**config.mk**
```make
export PLATFORM = sky130hd
export DESIGN_NAME = pass_trajectory_generator_top
export DESIGN_NICKNAME = d
export VERILOG_FILES = /design/src/rtl/ptg_pkg.sv /design/src/rtl/ptg_mul.sv /design/src/rtl/ptg_div.sv /design/src/rtl/pass_trajectory_generator_top.sv
export VERILOG_INCLUDE_DIRS = /design/src /design/src/rtl
export SDC_FILE = /design/constraint.sdc
export NUM_CORES = 1
export LEC_CHECK = 0
export CORE_MARGIN = 4
export CORE_UTILIZATION = 35
export CTS_CLUSTER_SIZE = 14
export DETAILED_ROUTE_END_ITERATION = 10
export DONT_BUFFER_PORTS = 1
export PLACE_DENSITY = 0.54
export SLEW_MARGIN = 0
export SYNTH_ARGS = -nofsm -noshare
export SYNTH_HDL_FRONTEND = slang
export SYNTH_SLANG_ARGS = --single-unit
```
**constraint.sdc**
```tcl
create_clock -name clk -period 19.1 [get_ports clk]
set_input_delay 1.91 -clock clk [delete_from_list [all_inputs] [get_ports clk]]
set_output_delay 1.91 -clock clk [all_outputs]
set_load 0.1 [all_outputs]
```
**src/rtl/pass_trajectory_generator_top_macros.svh**
```systemverilog
// Assertion macros shared by the pass trajectory generator RTL.
// No dependencies; included by the files that carry assertions.
`ifndef PASS_TRAJECTORY_GENERATOR_TOP_MACROS_SVH
`define PASS_TRAJECTORY_GENERATOR_TOP_MACROS_SVH
`ifndef NO_ASSERTIONS
// Condition implies consequence in the same cycle.
`define PTG_ASSERT_IMPL(label, clk, rst_n, cond, cons) \
  label: assert property (@(posedge clk) disable iff (!rst_n) (cond) |-> (cons)) \
    else $error("assertion failed");
// Condition implies consequence in the next cycle.
`define PTG_ASSERT_NEXT(label, clk, rst_n, cond, cons) \
  label: assert property (@(posedge clk) disable iff (!rst_n) (cond) |=> (cons)) \
    else $error("assertion failed");
`else
`define PTG_ASSERT_IMPL(label, clk, rst_n, cond, cons)
`define PTG_ASSERT_NEXT(label, clk, rst_n, cond, cons)
`endif
`endif

```
**src/rtl/ptg_pkg.sv**
```systemverilog
// Shared constants, request types and the sin^2 table of the pass generator.
// No dependencies; imported by every module of the block.
package ptg_pkg;

  localparam int FRACTION_BITS = 16;
  localparam int TAB_BITS      = 6;
  localparam int SH            = FRACTION_BITS - TAB_BITS;
  localparam int TW            = FRACTION_BITS + 1;
  localparam int MW            = (TW > 17) ? TW : 17;
  localparam int PW            = 2 * MW;
  localparam int DW            = 16;

  localparam logic [TW-1:0] ONE_T  = TW'(1) << FRACTION_BITS;
  localparam logic [TW-1:0] HALF_T = TW'(1) << (FRACTION_BITS - 1);

  localparam logic [15:0] FULL_CIRCLE  = 16'd36000;
  localparam logic [13:0] MAX_PEAK     = 14'd9000;
  localparam logic [15:0] MIN_DURATION = 16'd10;
  localparam logic signed [14:0] EXPIRED_EL = -15'sd500;

  // Register indexes of the configuration port.
  localparam logic [2:0] REG_ENABLE   = 3'd0;
  localparam logic [2:0] REG_LOOP     = 3'd1;
  localparam logic [2:0] REG_AZ_START = 3'd2;
  localparam logic [2:0] REG_AZ_END   = 3'd3;
  localparam logic [2:0] REG_PEAK     = 3'd4;
  localparam logic [2:0] REG_DURATION = 3'd5;
  localparam logic [2:0] REG_HOLD     = 3'd6;

  typedef struct packed {
    logic          start;
    logic [MW-1:0] a;
    logic [MW-1:0] b;
  } ptg_mul_req_t;

  typedef struct packed {
    logic          start;
    logic [DW-1:0] num;
    logic [DW-1:0] den;
  } ptg_div_req_t;

  // sin^2(pi*t) in Q16 over t in [0, 1/2], 33 points.
  function automatic logic [16:0] sin2_tab(input logic [5:0] k);
    logic [16:0] v;
    case (k)
      6'd0:  v = 17'd0;     6'd1:  v = 17'd158;   6'd2:  v = 17'd630;
      6'd3:  v = 17'd1411;  6'd4:  v = 17'd2494;  6'd5:  v = 17'd3869;
      6'd6:  v = 17'd5522;  6'd7:  v = 17'd7438;  6'd8:  v = 17'd9598;
      6'd9:  v = 17'd11980; 6'd10: v = 17'd14563; 6'd11: v = 17'd17321;
      6'd12: v = 17'd20228; 6'd13: v = 17'd23256; 6'd14: v = 17'd26376;
      6'd15: v = 17'd29556; 6'd16: v = 17'd32768; 6'd17: v = 17'd35980;
      6'd18: v = 17'd39160; 6'd19: v = 17'd42280; 6'd20: v = 17'd45308;
      6'd21: v = 17'd48215; 6'd22: v = 17'd50973; 6'd23: v = 17'd53556;
      6'd24: v = 17'd55938; 6'd25: v = 17'd58098; 6'd26: v = 17'd60014;
      6'd27: v = 17'd61667; 6'd28: v = 17'd63042; 6'd29: v = 17'd64125;
      6'd30: v = 17'd64906; 6'd31: v = 17'd65378;
      default: v = 17'd65536;
    endcase
    return v;
  endfunction

endpackage

```
**src/rtl/ptg_mul.sv**
```systemverilog
// Bit-serial shift-and-add multiplier, one multiplier bit per cycle.
// Depends on ptg_pkg for widths and the request type.
module ptg_mul import ptg_pkg::*; (
  input  logic          clk,
  input  logic          rst_n,
  input  ptg_mul_req_t  req,
  output logic          done,
  output logic [PW-1:0] prod
);

  localparam int CW = $clog2(MW + 1);

  logic [MW-1:0] a_r;
  logic [MW-1:0] b_r;
  logic [PW-1:0] acc_r;
  logic [PW-1:0] acc_nxt;
  logic [CW-1:0] cnt_r;
  logic          done_r;

  // Next partial sum: shift left, add the multiplicand for a set bit.
  assign acc_nxt = {acc_r[PW-2:0], 1'b0} + (b_r[MW-1] ? {{(PW-MW){1'b0}}, a_r} : '0);

  always_ff @(posedge clk) begin
    if (!rst_n) begin
      cnt_r  <= '0;
      done_r <= 1'b0;
    end else begin
      done_r <= 1'b0;
      if (req.start) begin
        a_r   <= req.a;
        b_r   <= req.b;
        acc_r <= '0;
        cnt_r <= CW'(MW);
      end else if (cnt_r != '0) begin
        acc_r <= acc_nxt;
        b_r   <= {b_r[MW-2:0], 1'b0};
        cnt_r <= cnt_r - CW'(1);
        if (cnt_r == CW'(1)) begin
          done_r <= 1'b1;
        end
      end
    end
  end

  assign done = done_r;
  assign prod = acc_r;

endmodule

```
**src/rtl/ptg_div.sv**
```systemverilog
// Restoring divider, one quotient bit per cycle; numerator below divisor.
// Depends on ptg_pkg for widths and the request type.
module ptg_div import ptg_pkg::*; (
  input  logic                     clk,
  input  logic                     rst_n,
  input  ptg_div_req_t             req,
  output logic                     done,
  output logic [FRACTION_BITS-1:0] quot
);

  localparam int CW = $clog2(FRACTION_BITS + 1);

  logic [DW-1:0]            rem_r;
  logic [DW-1:0]            den_r;
  logic [FRACTION_BITS-1:0] q_r;
  logic [CW-1:0]            cnt_r;
  logic                     done_r;
  logic [DW:0]              sh;
  logic [DW:0]              sub;
  logic                     ge;

  // Shift the partial remainder in and try the subtraction.
  assign sh  = {rem_r, 1'b0};
  assign ge  = sh >= {1'b0, den_r};
  assign sub = sh - {1'b0, den_r};

  always_ff @(posedge clk) begin
    if (!rst_n) begin
      cnt_r  <= '0;
      done_r <= 1'b0;
    end else begin
      done_r <= 1'b0;
      if (req.start) begin
        rem_r <= req.num;
        den_r <= req.den;
        q_r   <= '0;
        cnt_r <= CW'(FRACTION_BITS);
      end else if (cnt_r != '0) begin
        rem_r <= ge ? sub[DW-1:0] : sh[DW-1:0];
        q_r   <= {q_r[FRACTION_BITS-2:0], ge};
        cnt_r <= cnt_r - CW'(1);
        if (cnt_r == CW'(1)) begin
          done_r <= 1'b1;
        end
      end
    end
  end

  assign done = done_r;
  assign quot = q_r;

endmodule

```
**src/rtl/pass_trajectory_generator_top.sv**
```systemverilog
// Top level of the pass trajectory generator: registers, sequencer, result.
// Depends on ptg_pkg, ptg_div, ptg_mul and the assertion macro header.
//
//   channel  direction  handshake          payload
//   in_      input      in_valid/in_stall  in_cmd, in_time_now
//   out_     output     out_valid/out_stall out_azimuth, out_elevation, out_valid_res
//   cfg_     input      cfg_valid/cfg_ready cfg_index, cfg_data
//
// A moving-pass sample goes through a check state, the serial divider and three passes
// through the shared serial multiplier, then the result. From the duration up to the
// end of the hold the divider is skipped; start commands are taken in the idle state,
// disabled samples go straight to the result and expired ones through the check state.
// Reset is synchronous and active low; cfg_ready is always high.
// A stalled result holds the output register; the sequencer waits in its last
// state until that register is free.
`include "pass_trajectory_generator_top_macros.svh"
module pass_trajectory_generator_top import ptg_pkg::*; (
  input  logic               clk,
  input  logic               rst_n,
  input  logic               in_valid,
  output logic               in_stall,
  input  logic               in_cmd,
  input  logic [31:0]        in_time_now,
  output logic               out_valid,
  input  logic               out_stall,
  output logic [15:0]        out_azimuth,
  output logic signed [14:0] out_elevation,
  output logic               out_valid_res,
  input  logic               cfg_valid,
  output logic               cfg_ready,
  input  logic [2:0]         cfg_index,
  input  logic [15:0]        cfg_data
);

  typedef enum logic [2:0] {
    S_IDLE, S_CHECK, S_DIV, S_MUL_AZ, S_MUL_IP, S_MUL_EL, S_FINISH
  } state_t;

  state_t state_r;

  // Configuration registers.
  logic        enable_r, loop_r;
  logic [15:0] az_start_r, az_end_r, dur_r, hold_r;
  logic [13:0] peak_r;

  logic [31:0] start_time_r, now_r;
  logic        started_r;
  logic        past_r, neg_r;
  logic [14:0] mag_r;
  logic [TW-1:0] t_r;
  logic [16:0] base_r;
  logic [15:0] res_az_r;
  logic signed [14:0] res_el_r;
  logic        res_v_r;
  logic        out_valid_r, out_v_res_r;
  logic [15:0] out_az_r;
  logic signed [14:0] out_el_r;

  ptg_mul_req_t mul_req_r;
  ptg_div_req_t div_req_r;
  logic          mul_done, div_done;
  logic [PW-1:0] prod;
  logic [FRACTION_BITS-1:0] quot;

  ptg_mul u_mul (.clk(clk), .rst_n(rst_n), .req(mul_req_r), .done(mul_done), .prod(prod));
  ptg_div u_div (.clk(clk), .rst_n(rst_n), .req(div_req_r), .done(div_done), .quot(quot));

  // Register values brought into range.
  logic [15:0] a0, a1, dur_c;
  logic [13:0] peak_c;
  logic [16:0] limit;
  assign a0     = (az_start_r >= FULL_CIRCLE) ? az_start_r - FULL_CIRCLE : az_start_r;
  assign a1     = (az_end_r >= FULL_CIRCLE) ? az_end_r - FULL_CIRCLE : az_end_r;
  assign peak_c = (peak_r > MAX_PEAK) ? MAX_PEAK : peak_r;
  assign dur_c  = (dur_r < MIN_DURATION) ? MIN_DURATION : dur_r;
  assign limit  = {1'b0, dur_c} + {1'b0, hold_r};

  // Elapsed time, clamped at zero, and its comparisons.
  logic [32:0] diff33;
  logic [31:0] dt;
  logic        dt_gt_lim, dt_ge_dur, dt_gt_dur;
  assign diff33    = {1'b0, now_r} - {1'b0, start_time_r};
  assign dt        = diff33[32] ? 32'd0 : diff33[31:0];
  assign dt_gt_lim = dt > {15'd0, limit};
  assign dt_ge_dur = dt >= {16'd0, dur_c};
  assign dt_gt_dur = dt > {16'd0, dur_c};

  // Shortest-arc difference between start and end azimuth.
  logic signed [16:0] d_raw, d;
  assign d_raw = $signed({1'b0, a1}) - $signed({1'b0, a0});
  always_comb begin
    if (d_raw > 17'sd18000) begin
      d = d_raw - 17'sd36000;
    end else if (d_raw < -17'sd18000) begin
      d = d_raw + 17'sd36000;
    end else begin
      d = d_raw;
    end
  end

  // Azimuth from the rounded offset product, wrapped into one circle.
  logic [PW:0]        az_round;
  logic [15:0]        p;
  logic signed [17:0] az_s;
  logic [15:0]        az_nxt;
  assign az_round = {1'b0, prod} + (PW+1)'(HALF_T);
  assign p        = 16'(az_round >> FRACTION_BITS);
  assign az_s     = neg_r ? $signed({2'b0, a0}) - $signed({2'b0, p})
                          : $signed({2'b0, a0}) + $signed({2'b0, p});
  always_comb begin
    if (az_s < 0) begin
      az_nxt = 16'(az_s + $signed(18'(FULL_CIRCLE)));
    end else if (az_s >= $signed(18'(FULL_CIRCLE))) begin
      az_nxt = 16'(az_s - $signed(18'(FULL_CIRCLE)));
    end else begin
      az_nxt = 16'(az_s);
    end
  end

  // Table lookup: fold t about one half, split into index and fraction.
  logic [TW-1:0] tf;
  logic [5:0]    k;
  logic [SH-1:0] frac;
  logic [16:0]   base_nxt, step_nxt, value_nxt;
  assign tf       = (t_r > HALF_T) ? ONE_T - t_r : t_r;
  assign k        = tf[FRACTION_BITS-1:SH];
  assign frac     = tf[SH-1:0];
  assign base_nxt = sin2_tab(k);
  assign step_nxt = (k[5]) ? 17'd0 : sin2_tab(6'(k + 6'd1)) - base_nxt;
  assign value_nxt = base_r + 17'(prod >> SH);

  // Elevation from the rounded peak product.
  logic [PW:0]        el_round;
  logic signed [14:0] el_nxt;
  assign el_round = {1'b0, prod} + (PW+1)'(32768);
  assign el_nxt   = $signed(15'(el_round >> 16));

  // Sequencer, configuration and registered outputs.
  always_ff @(posedge clk) begin
    if (!rst_n) begin
      state_r      <= S_IDLE;
      enable_r     <= 1'b0;
      loop_r       <= 1'b0;
      az_start_r   <= 16'd0;
      az_end_r     <= 16'd18000;
      peak_r       <= 14'd4500;
      dur_r        <= 16'd120;
      hold_r       <= 16'd0;
      start_time_r <= 32'd0;
      started_r    <= 1'b0;
      out_valid_r  <= 1'b0;
      mul_req_r    <= '0;
      div_req_r    <= '0;
    end else begin
      mul_req_r.start <= 1'b0;
      div_req_r.start <= 1'b0;
      if (out_valid_r && !out_stall) begin
        out_valid_r <= 1'b0;
      end
      case (state_r)
        S_IDLE: begin
          if (in_valid) begin
            if (in_cmd) begin
              start_time_r <= in_time_now;
              started_r    <= 1'b1;
            end else if (!enable_r) begin
              res_az_r <= 16'd0;
              res_el_r <= '0;
              res_v_r  <= 1'b0;
              state_r  <= S_FINISH;
            end else begin
              if (!started_r) begin
                start_time_r <= in_time_now;
                started_r    <= 1'b1;
              end
              now_r   <= in_time_now;
              state_r <= S_CHECK;
            end
          end
        end
        S_CHECK: begin
          neg_r <= d < 0;
          mag_r <= 15'(d < 0 ? -d : d);
          if (dt_gt_lim && !loop_r) begin
            res_az_r <= a1;
            res_el_r <= EXPIRED_EL;
            res_v_r  <= 1'b0;
            state_r  <= S_FINISH;
          end else if (!dt_gt_lim && dt_ge_dur) begin
            past_r          <= dt_gt_dur;
            t_r             <= ONE_T;
            mul_req_r.start <= 1'b1;
            mul_req_r.a     <= MW'(d < 0 ? -d : d);
            mul_req_r.b     <= MW'(ONE_T);
            state_r         <= S_MUL_AZ;
          end else begin
            if (dt_gt_lim) begin
              start_time_r <= now_r;
            end
            past_r          <= 1'b0;
            div_req_r.start <= 1'b1;
            div_req_r.num   <= dt_gt_lim ? 16'd0 : dt[15:0];
            div_req_r.den   <= dur_c;
            state_r         <= S_DIV;
          end
        end
        S_DIV: begin
          if (div_done) begin
            t_r             <= {1'b0, quot};
            mul_req_r.start <= 1'b1;
            mul_req_r.a     <= MW'(mag_r);
            mul_req_r.b     <= MW'({1'b0, quot});
            state_r         <= S_MUL_AZ;
          end
        end
        S_MUL_AZ: begin
          if (mul_done) begin
            res_az_r        <= az_nxt;
            base_r          <= base_nxt;
            mul_req_r.start <= 1'b1;
            mul_req_r.a     <= MW'(step_nxt);
            mul_req_r.b     <= MW'(frac);
            state_r         <= S_MUL_IP;
          end
        end
        S_MUL_IP: begin
          if (mul_done) begin
            mul_req_r.start <= 1'b1;
            mul_req_r.a     <= MW'(peak_c);
            mul_req_r.b     <= MW'(value_nxt);
            state_r         <= S_MUL_EL;
          end
        end
        S_MUL_EL: begin
          if (mul_done) begin
            res_v_r <= 1'b1;
            if (past_r) begin
              res_az_r <= a1;
              res_el_r <= '0;
            end else begin
              res_el_r <= el_nxt;
            end
            state_r <= S_FINISH;
          end
        end
        S_FINISH: begin
          if (!out_valid_r || !out_stall) begin
            out_valid_r <= 1'b1;
            out_az_r    <= res_az_r;
            out_el_r    <= res_el_r;
            out_v_res_r <= res_v_r;
            state_r     <= S_IDLE;
          end
        end
        default: state_r <= S_IDLE;
      endcase
      // Register writes; clearing enable also clears the started flag.
      if (cfg_valid) begin
        case (cfg_index)
          REG_ENABLE: begin
            enable_r <= cfg_data[0];
            if (!cfg_data[0]) begin
              started_r <= 1'b0;
            end
          end
          REG_LOOP:     loop_r     <= cfg_data[0];
          REG_AZ_START: az_start_r <= cfg_data;
          REG_AZ_END:   az_end_r   <= cfg_data;
          REG_PEAK:     peak_r     <= cfg_data[13:0];
          REG_DURATION: dur_r      <= cfg_data;
          REG_HOLD:     hold_r     <= cfg_data;
          default: ;
        endcase
      end
    end
  end

  assign in_stall      = (state_r != S_IDLE);
  assign cfg_ready     = 1'b1;
  assign out_valid     = out_valid_r;
  assign out_azimuth   = out_az_r;
  assign out_elevation = out_el_r;
  assign out_valid_res = out_v_res_r;

  // A finished multiply only arrives while the sequencer waits for one.
  `PTG_ASSERT_IMPL(a_mul_state, clk, rst_n, mul_done,
    state_r == S_MUL_AZ || state_r == S_MUL_IP || state_r == S_MUL_EL)
  // A finished divide only arrives in the divide state.
  `PTG_ASSERT_IMPL(a_div_state, clk, rst_n, div_done, state_r == S_DIV)
  // An inactive result carries either zero or the expiry elevation.
  `PTG_ASSERT_IMPL(a_inactive_el, clk, rst_n, out_valid && !out_valid_res,
    out_elevation == 15'sd0 || out_elevation == EXPIRED_EL)
  // A stalled result stays offered.
  `PTG_ASSERT_NEXT(a_out_hold, clk, rst_n, out_valid && out_stall, out_valid)

endmodule

```
Yosys cells after proc, flatten, opt, wreduce, memory -nomap -nowiden
Memories as Yosys holds them, arrays and structs flattened.
Cells that the tools add are included.
Cells by class
  reductions and logical operators: 48
  equality and inequality tests: 30
  bitwise operators: 7
  shifts and indexed selects: 0
  magnitude comparators: 14
  add/subtract/negate cells: 21
  multiplexer cells: 91
  div/mod/pow operators: 0
  multipliers: 0
Operator list (count)
  $mux 16: 18
  $mux 32: 9
  $mux 17: 12
  $mux 35: 5
  $pmux 35 s4: 1
  $mux 15: 6
  $pmux 16 s4: 1
  $pmux 32 s2: 1
  $sub 16x16->16 const B: 3
  $pmux 15 s3: 1
  $add 16x16->17: 2
  $gt 17x16->1 const B: 2
  $pmux 17 s2: 1
  $sub 16x16->17: 2
  $mux 33: 1
  $sub 32x32->33: 1
  $add 32x16->32 const B: 1
  $add 32x17->32: 1
  $ge 16x16->1 const B: 2
  $ge 32x16->1: 1
  $gt 32x16->1: 1
  $gt 32x17->1: 1
  $mux 3: 9
  $reduce_and 2->1: 12
  other kinds (46): 117
Storage, ports and cells
  bits in latches: 0
  memories kept: 2
  register bits after elaboration: 458
  ROM bits: 1024
  RAM bits: 0
  logic and storage cells: 254
  output and inout port bits: 35
Memory list
  (no name shown): words 32, bits a word 16, read ports 1, clocked after Yosys merged registers in 0, write ports 0, line ptg_pkg.sv:45  | case (k)
  (no name shown): words 32, bits a word 16, read ports 1, clocked after Yosys merged registers in 0, write ports 0, line ptg_pkg.sv:45

Depth between registers and ports, before layout
  depth after elaboration: 11
  gate-level depth with buffers: 35
  mapped depth without buffers: 34

Hierarchy
Synthesis repeated with hierarchy kept, for this count alone.
Unflattened totals
  cells, all modules: 3571
  area, all modules: 31093.6 um^2
Modules (own cells, without submodules)
  pass_trajectory_generator_top: times used 1, cells each 2890, area each 23771.5 um^2, sequential area each 8117.8 um^2
  ptg_mul: times used 1, cells each 383, area each 4200.3 um^2, sequential area each 2162.1 um^2
  ptg_div: times used 1, cells each 298, area each 3121.7 um^2, sequential area each 1561.5 um^2

Worst setup path after synthesis
OpenSTA, ideal clock, no wires.
  path kind: reg-to-reg
  from: register t_r[0]
  to: register mul_req_r[31] (netlist name)
  data required time: 18.975 ns
  library setup time: 0.125 ns
  clock period less this slack: 6.891 ns
  setup slack: 12.209 ns
  path buffers: 3
  arrival time: 6.766 ns
  cell stages (with the launch flop): 36
  cells stage by stage: edfxtp_1 > inv_1 > ha_1 > or3b_2 > or3_1 > nor3_1 > nand2_1 > a21o_1 > nand2_1 > xnor2_1 > clkinv_1 > clkbuf_1 > ha_1 > clkbuf_1 > clkbuf_1 > nand2_1 > a21oi_1 > o31ai_1 > ha_1 > inv_1 > fa_1 > a21o_1 > a21oi_1 > o21ai_0 > a21oi_1 > o21ai_0 > a21oi_1 > o21bai_1 > a21oi_1 > o21bai_1 > a21oi_1 > o21bai_1 > a211oi_1 > nor3_1 > a221oi_1 > o2bb2ai_1
On the way
  cells in the longest elaborated chain, start to end: 9
  elaborated cells between the ends (all ways): 12
  classes of those cells: 3 x add/sub; 1 x order compare; 6 x mux; 2 x memory
Ends and longest elaborated chain
  from (decl): line pass_trajectory_generator_top.sv:50  | logic [TW-1:0] t_r;
  from (signal assigned): line pass_trajectory_generator_top.sv:209  | t_r <= {1'b0, quot};
  $sub 1x16->16 / $gt 17x16->1 (equally long branches): line pass_trajectory_generator_top.sv:125  | assign tf = (t_r > HALF_T) ? ONE_T - t_r : t_r;
  $mux 16 (*): line pass_trajectory_generator_top.sv:125
  $add 6x1->6: line pass_trajectory_generator_top.sv:129  | assign step_nxt = (k[5]) ? 17'd0 : sin2_tab(6'(k + 6'd1)) - base_nxt;
  $mem_v2 32x16
  $mux 17: line ptg_pkg.sv:45
  $sub 17x17->17: line pass_trajectory_generator_top.sv:129
  $mux 17 (*): line pass_trajectory_generator_top.sv:129
  $mux 35 (*): line pass_trajectory_generator_top.sv:217  | if (mul_done) begin
  $pmux 35 s4 (*): line pass_trajectory_generator_top.sv:160  | case (state_r)
  to (decl): line pass_trajectory_generator_top.sv:59  | ptg_mul_req_t mul_req_r;
Every way passes the cells marked *; elsewhere a longest branch is shown, timed or not. The select of a mux whose other input is x is not followed.
A chain may end at the register's enable or synchronous reset.

Worst setup path in the final report
  from: register t_r[1]
  to: register mul_req_r[31] (netlist name)
Same word-level chain as after synthesis.

==> results.md <==
- The path with the worst hold slack has its endpoint at u_mul.a_r[12].
- The most used cell along the critical path is sky130_fd_sc_hd__a21oi_1.
- For the final routed database, the setup TNS stands at 0 ns.
- Setup repair after global routing left no endpoint under its margin.
- The highest attainable clock frequency is between 100 and 150 MHz.
- The first global-routing pass estimated approximately 140 mm of wire.
- The flow ran to the end, and the final reports show no timing, DRC or antenna violations.
- The routed wire length is 86.9 mm.
- The instance count along the most critical hold path is 0.
- Of the total power, the share spent switching nets is roughly two fifths.
- The row count is 107.
- The clock transition at the registers of the reported paths is roughly 0.06 ns.
- Leaving out fill and tap cells, the most frequent cells in the layout are sky130_fd_sc_hd__nand2_1 (453), sky130_fd_sc_hd__a21oi_1 (284), sky130_fd_sc_hd__nor2_1 (273).
- In this run, flip-flops and latches consume 32.4% of the power.
- In this run the count of I/O pins placed on the die edge is between 90 and 100.
- For this design the ratio of total power to cell area is 137 nW/um^2.
- STA classifies the critical path endpoint as a register.
- By startpoint and endpoint, the worst setup path is classified as register to register.
- The die outline width is 302 um.
- Entering global routing, the biggest net connects 89 pins.
- Input and output buffers added on the ports amount to 0.
- The most frequently used flop master after synthesis is sky130_fd_sc_hd__edfxtp_1.
- Once detailed placement completed, the half-perimeter wirelength came to 64.2 mm.
- The net count of the mapped netlist is between 3k and 4k.
- The depth of the worst register-to-register path is 35.
- The chip height is 302 um.
- The peak fanout along the critical path is 22.
- The count of cells resized by post-cts repair is 0.
- The die footprint is 91500 sq um.
- The number of clock sinks is about 460.
- The clock network is responsible for 22.5% of the overall power.
- The hold violation count in the final report is 0.
- The cell count after placement is roughly 4.5k.
- At the worst endpoint, the required time is between 15 and 20 ns.
- The synthesized netlist contains between 100 and 150 unique library cells.
- The worst hold path class is register to register.
- The number of maximum-capacitance constraint violations is 0.
- The cell count after synthesis is about 3.5k.
- The post-layout instance count excluding filler cells is 4561.
- The reg-to-reg endpoint is mul_req_r[31].
- The internal power of the cells totals 2.70 mW.
- The via count of the first global-routing pass is approximately 23k.
- The clock arrives with between 0.03 and 0.04 ns of skew.
- Per report_power, the combinational group accounts for between 40% and 50% of the total.
- For this run, the slowest stage of the critical path takes around 0.52 ns.
- Summed over all cells, the static leakage comes to about 13 nW.
- The post-synthesis area per instance is slightly below 9 sq um.
- The layout-stage area growth over the synthesis result is 9.45%.
- The TritonCTS clock tree is yes.
- Data on the critical path arrives at its endpoint at 8.44 ns.
- The startpoint of the worst-slack reg-to-reg timing path is t_r[1].
- The clock insertion delay at the later pin of the skew report is between 0.6 and 0.7 ns.
- Once detail routing completed, the nets flagged for antenna violations numbered 0.
- The yosys synthesis warning count is 0.
- In this run the clock root is driven by a sky130_fd_sc_hd__clkbuf_16.
- Global routing used about a fifth of the available tracks.
- The mapped netlist covers roughly 30000 sq um.
- Hold is met by about 0.42 ns.
- The number of antenna violations at the first check in global routing is 0.
- The largest individual stage delay along the critical path comes from the cell sky130_fd_sc_hd__clkinv_1.
- In this run, the number of DRC markers left after iteration 0 of detailed routing was about 2k.
- The number of synthesized register bits is 458.
- No sink is reached through more buffers than the 3 on the longest clock path.
- The proportion of layout cells with a drive suffix above 1 is between 6 and 7%.
- Setup violations remaining at the end of the flow were counted as 0.
- The post-route cell area is ~33000 sq um.
- The total number of vias is 24.6k.
- The total CTS buffers is 50.
- The hold buffer count at cts is 0.
- 0 antenna diodes ended up in the layout.
- The worst IR drop on VDD is just under 90 uV.
- In the finished design, the share of the clock period the worst path needs comes to 41.9%.
- Of all flip-flops after synthesis, the portion carrying an async set or reset was 0%.
- The number of H-tree branching levels is 2.
- The proportion of synthesized chip area in sequential cells is 38.8%.
- The overall overflow remaining after global route is 0.
- Once the clock tree was built, the setup fixing pass inserted 0 buffers.
- Headroom to the max-slew limit came out at between 20% and 30%.
- The starting density of the core is a little over a third.
- The count of flip-flops with a built-in enable after synthesis is ~260.
- The launch instance of the worst min-delay path is mul_req_r[29].
- The switching power of the nets is about 1.9 mW.
- The total power of the final layout is about 4.5 mW.
- For this run, the post-layout net count is between 3k and 4k.
- The actual slew at the worst max-slew pin is roughly 1.2 ns.
- The number of iterations in the first detailed-routing pass is 7.
- The vias per cell is between 5 and 6.
- After detailed routing, the number of remaining DRC violations is 0.
- The startpoint class of the critical path is a register.
- Dividing the detail-routed wire length by the instance count gives between 15 and 20 um.
- After detailed placement, the total cell area comes to 31500 sq um.
- The congestion estimate from routability-driven global placement came to around 0.87.
- The final-report max-slew violation count is 0.
- The core region is ~86000 sq um.
- The worst setup slack for register-to-register paths is about 11 ns.
- Leaving out fill and tap cells, the most frequent cell in the layout is sky130_fd_sc_hd__nand2_1.
- The worst path needs around 8.0 ns of the cycle, external delays included.
worst max-delay path: cells and delay by family (launching register included):
kind | cells | cell delay [ns]
AO/OA/AOI/OAI | 17 | 2.99
AND/OR/NAND/NOR | 8 | 2.24
buffers and inverters | 5 | 1.14
adder cells (fa/ha/maj) | 3 | 0.80
flip-flops | 1 | 0.35
XOR/XNOR | 2 | 0.34
power by group through the flow:
stage          Sequential (mW)  Clock, mW  Combinational, mW
3_5_place_dp              1.49          0               2.05
5_1_grt                   1.49       1.09               2.31
2_1_floorplan             1.43          0               1.57
3_3_place_gp              1.49          0               2.04
6_report                  1.47       1.03               2.05
4_1_cts                   1.47       1.05               2.06
registers in the layout, summed over array words and instances (netlist names), 17 cells and up:
| register | cells |
|---|---|
| base_r | 17 |
| start_time_r | 32 |
| u_mul.a_r | 17 |
| now_r | 32 |
| t_r | 17 |
| u_mul.prod | 32 |
| div_req_r | 33 |
| u_mul.b_r | 17 |
| mul_req_r | 35 |
through the flow:
step	setup slack [ns]	utilization, %
floorplan	12.21	-
global placement	11.39	36.8
detailed placement	11.24	36.8
CTS	11.21	38.8
global route	10.38	38.8
finish	11.10	38.8
per-layer routing:
| metal | global-route usage (%) | share of wire (%) | wire length (um) | vias up |
|---|---|---|---|---|
| met5 | 0 | 0 | 0 | - |
| met4 | 4.26 | 2.0 | 1720 | 0 |
| met3 | 3.16 | 5.7 | 4910 | 102 |
| met2 | 29.6 | 45 | 39100 | 594 |
| met1 | 26.5 | 47 | 41200 | 11700 |
| li1 | - | - | - | 12200 |
layout make-up:
class	instances	area (sq um)
fill	8654	52300
multi-input combinational	2555	16900
sequential	458	11800
tap	1144	1430
clock buffer	61	1360
inverter	270	1020
clock inverter	32	372
timing repair buffer	41	308
how the worst max path moves through the flow:
stage / startpoint / end / slack [ns]
floorplan: t_r[0] / mul_req_r[31] / 12.21
detailed placement: t_r[1] / mul_req_r[31] / 11.24
global route: t_r[1] / mul_req_r[33] / 10.38
global placement: t_r[1] / mul_req_r[31] / 11.39
CTS: t_r[1] / mul_req_r[31] / 11.21
finish: t_r[1] / mul_req_r[31] / 11.10
synth_stat cells, types with 15 or more instances:
cell	number	share of area (%)
sky130_fd_sc_hd__nand4_1	27	0.56
sky130_fd_sc_hd__inv_1	264	3.3
sky130_fd_sc_hd__a222oi_1	22	0.73
sky130_fd_sc_hd__dfxtp_1	197	13
sky130_fd_sc_hd__and3_1	37	0.76
sky130_fd_sc_hd__and2_1	39	0.80
sky130_fd_sc_hd__or3_1	18	0.37
sky130_fd_sc_hd__nor4_1	15	0.31
sky130_fd_sc_hd__o21a_1	38	0.94
sky130_fd_sc_hd__o31ai_1	19	0.47
sky130_fd_sc_hd__nand2_1	453	5.6
sky130_fd_sc_hd__o22ai_1	33	0.68
sky130_fd_sc_hd__nand3_1	59	0.97
sky130_fd_sc_hd__nand2b_1	33	0.68
sky130_fd_sc_hd__a21oi_1	284	4.7
sky130_fd_sc_hd__xnor2_1	131	3.8
sky130_fd_sc_hd__a21boi_0	16	0.40
sky130_fd_sc_hd__nor2b_1	51	1.1
sky130_fd_sc_hd__nor2_1	275	3.4
sky130_fd_sc_hd__o21bai_1	27	0.67
sky130_fd_sc_hd__a31oi_1	37	0.76
sky130_fd_sc_hd__edfxtp_1	261	26
sky130_fd_sc_hd__mux2i_1	25	0.82
sky130_fd_sc_hd__a22oi_1	24	0.59
sky130_fd_sc_hd__clkbuf_1	142	1.8
sky130_fd_sc_hd__ha_1	225	9.3
sky130_fd_sc_hd__xor2_1	62	1.8
sky130_fd_sc_hd__a311oi_1	43	1.2
sky130_fd_sc_hd__o211ai_1	25	0.62
sky130_fd_sc_hd__a2111oi_0	16	0.46
sky130_fd_sc_hd__nor3_1	71	1.2
sky130_fd_sc_hd__a211oi_1	40	0.99
sky130_fd_sc_hd__a21o_1	66	1.6
sky130_fd_sc_hd__o21ai_0	139	2.3
sky130_fd_sc_hd__mux2_2	20	0.74
cells by family (layout without fill, tap and decap cells):
family | after synthesis | count (layout) | synth area share (%)
and+or+nand+nor | 1127 | 1127 | 17.1
AOI/OAI and AO/OA | 941 | 941 | 20.8
DFF | 458 | 458 | 38.8
buffers and inverters | 437 | 404 | 5.60
adders and majority gates | 236 | 236 | 9.94
xor gates and xnor gates | 204 | 204 | 6.18
muxes | 46 | 46 | 1.64
other | 1 | 1 | 0.0124
Power figures use the tool's default switching activity.
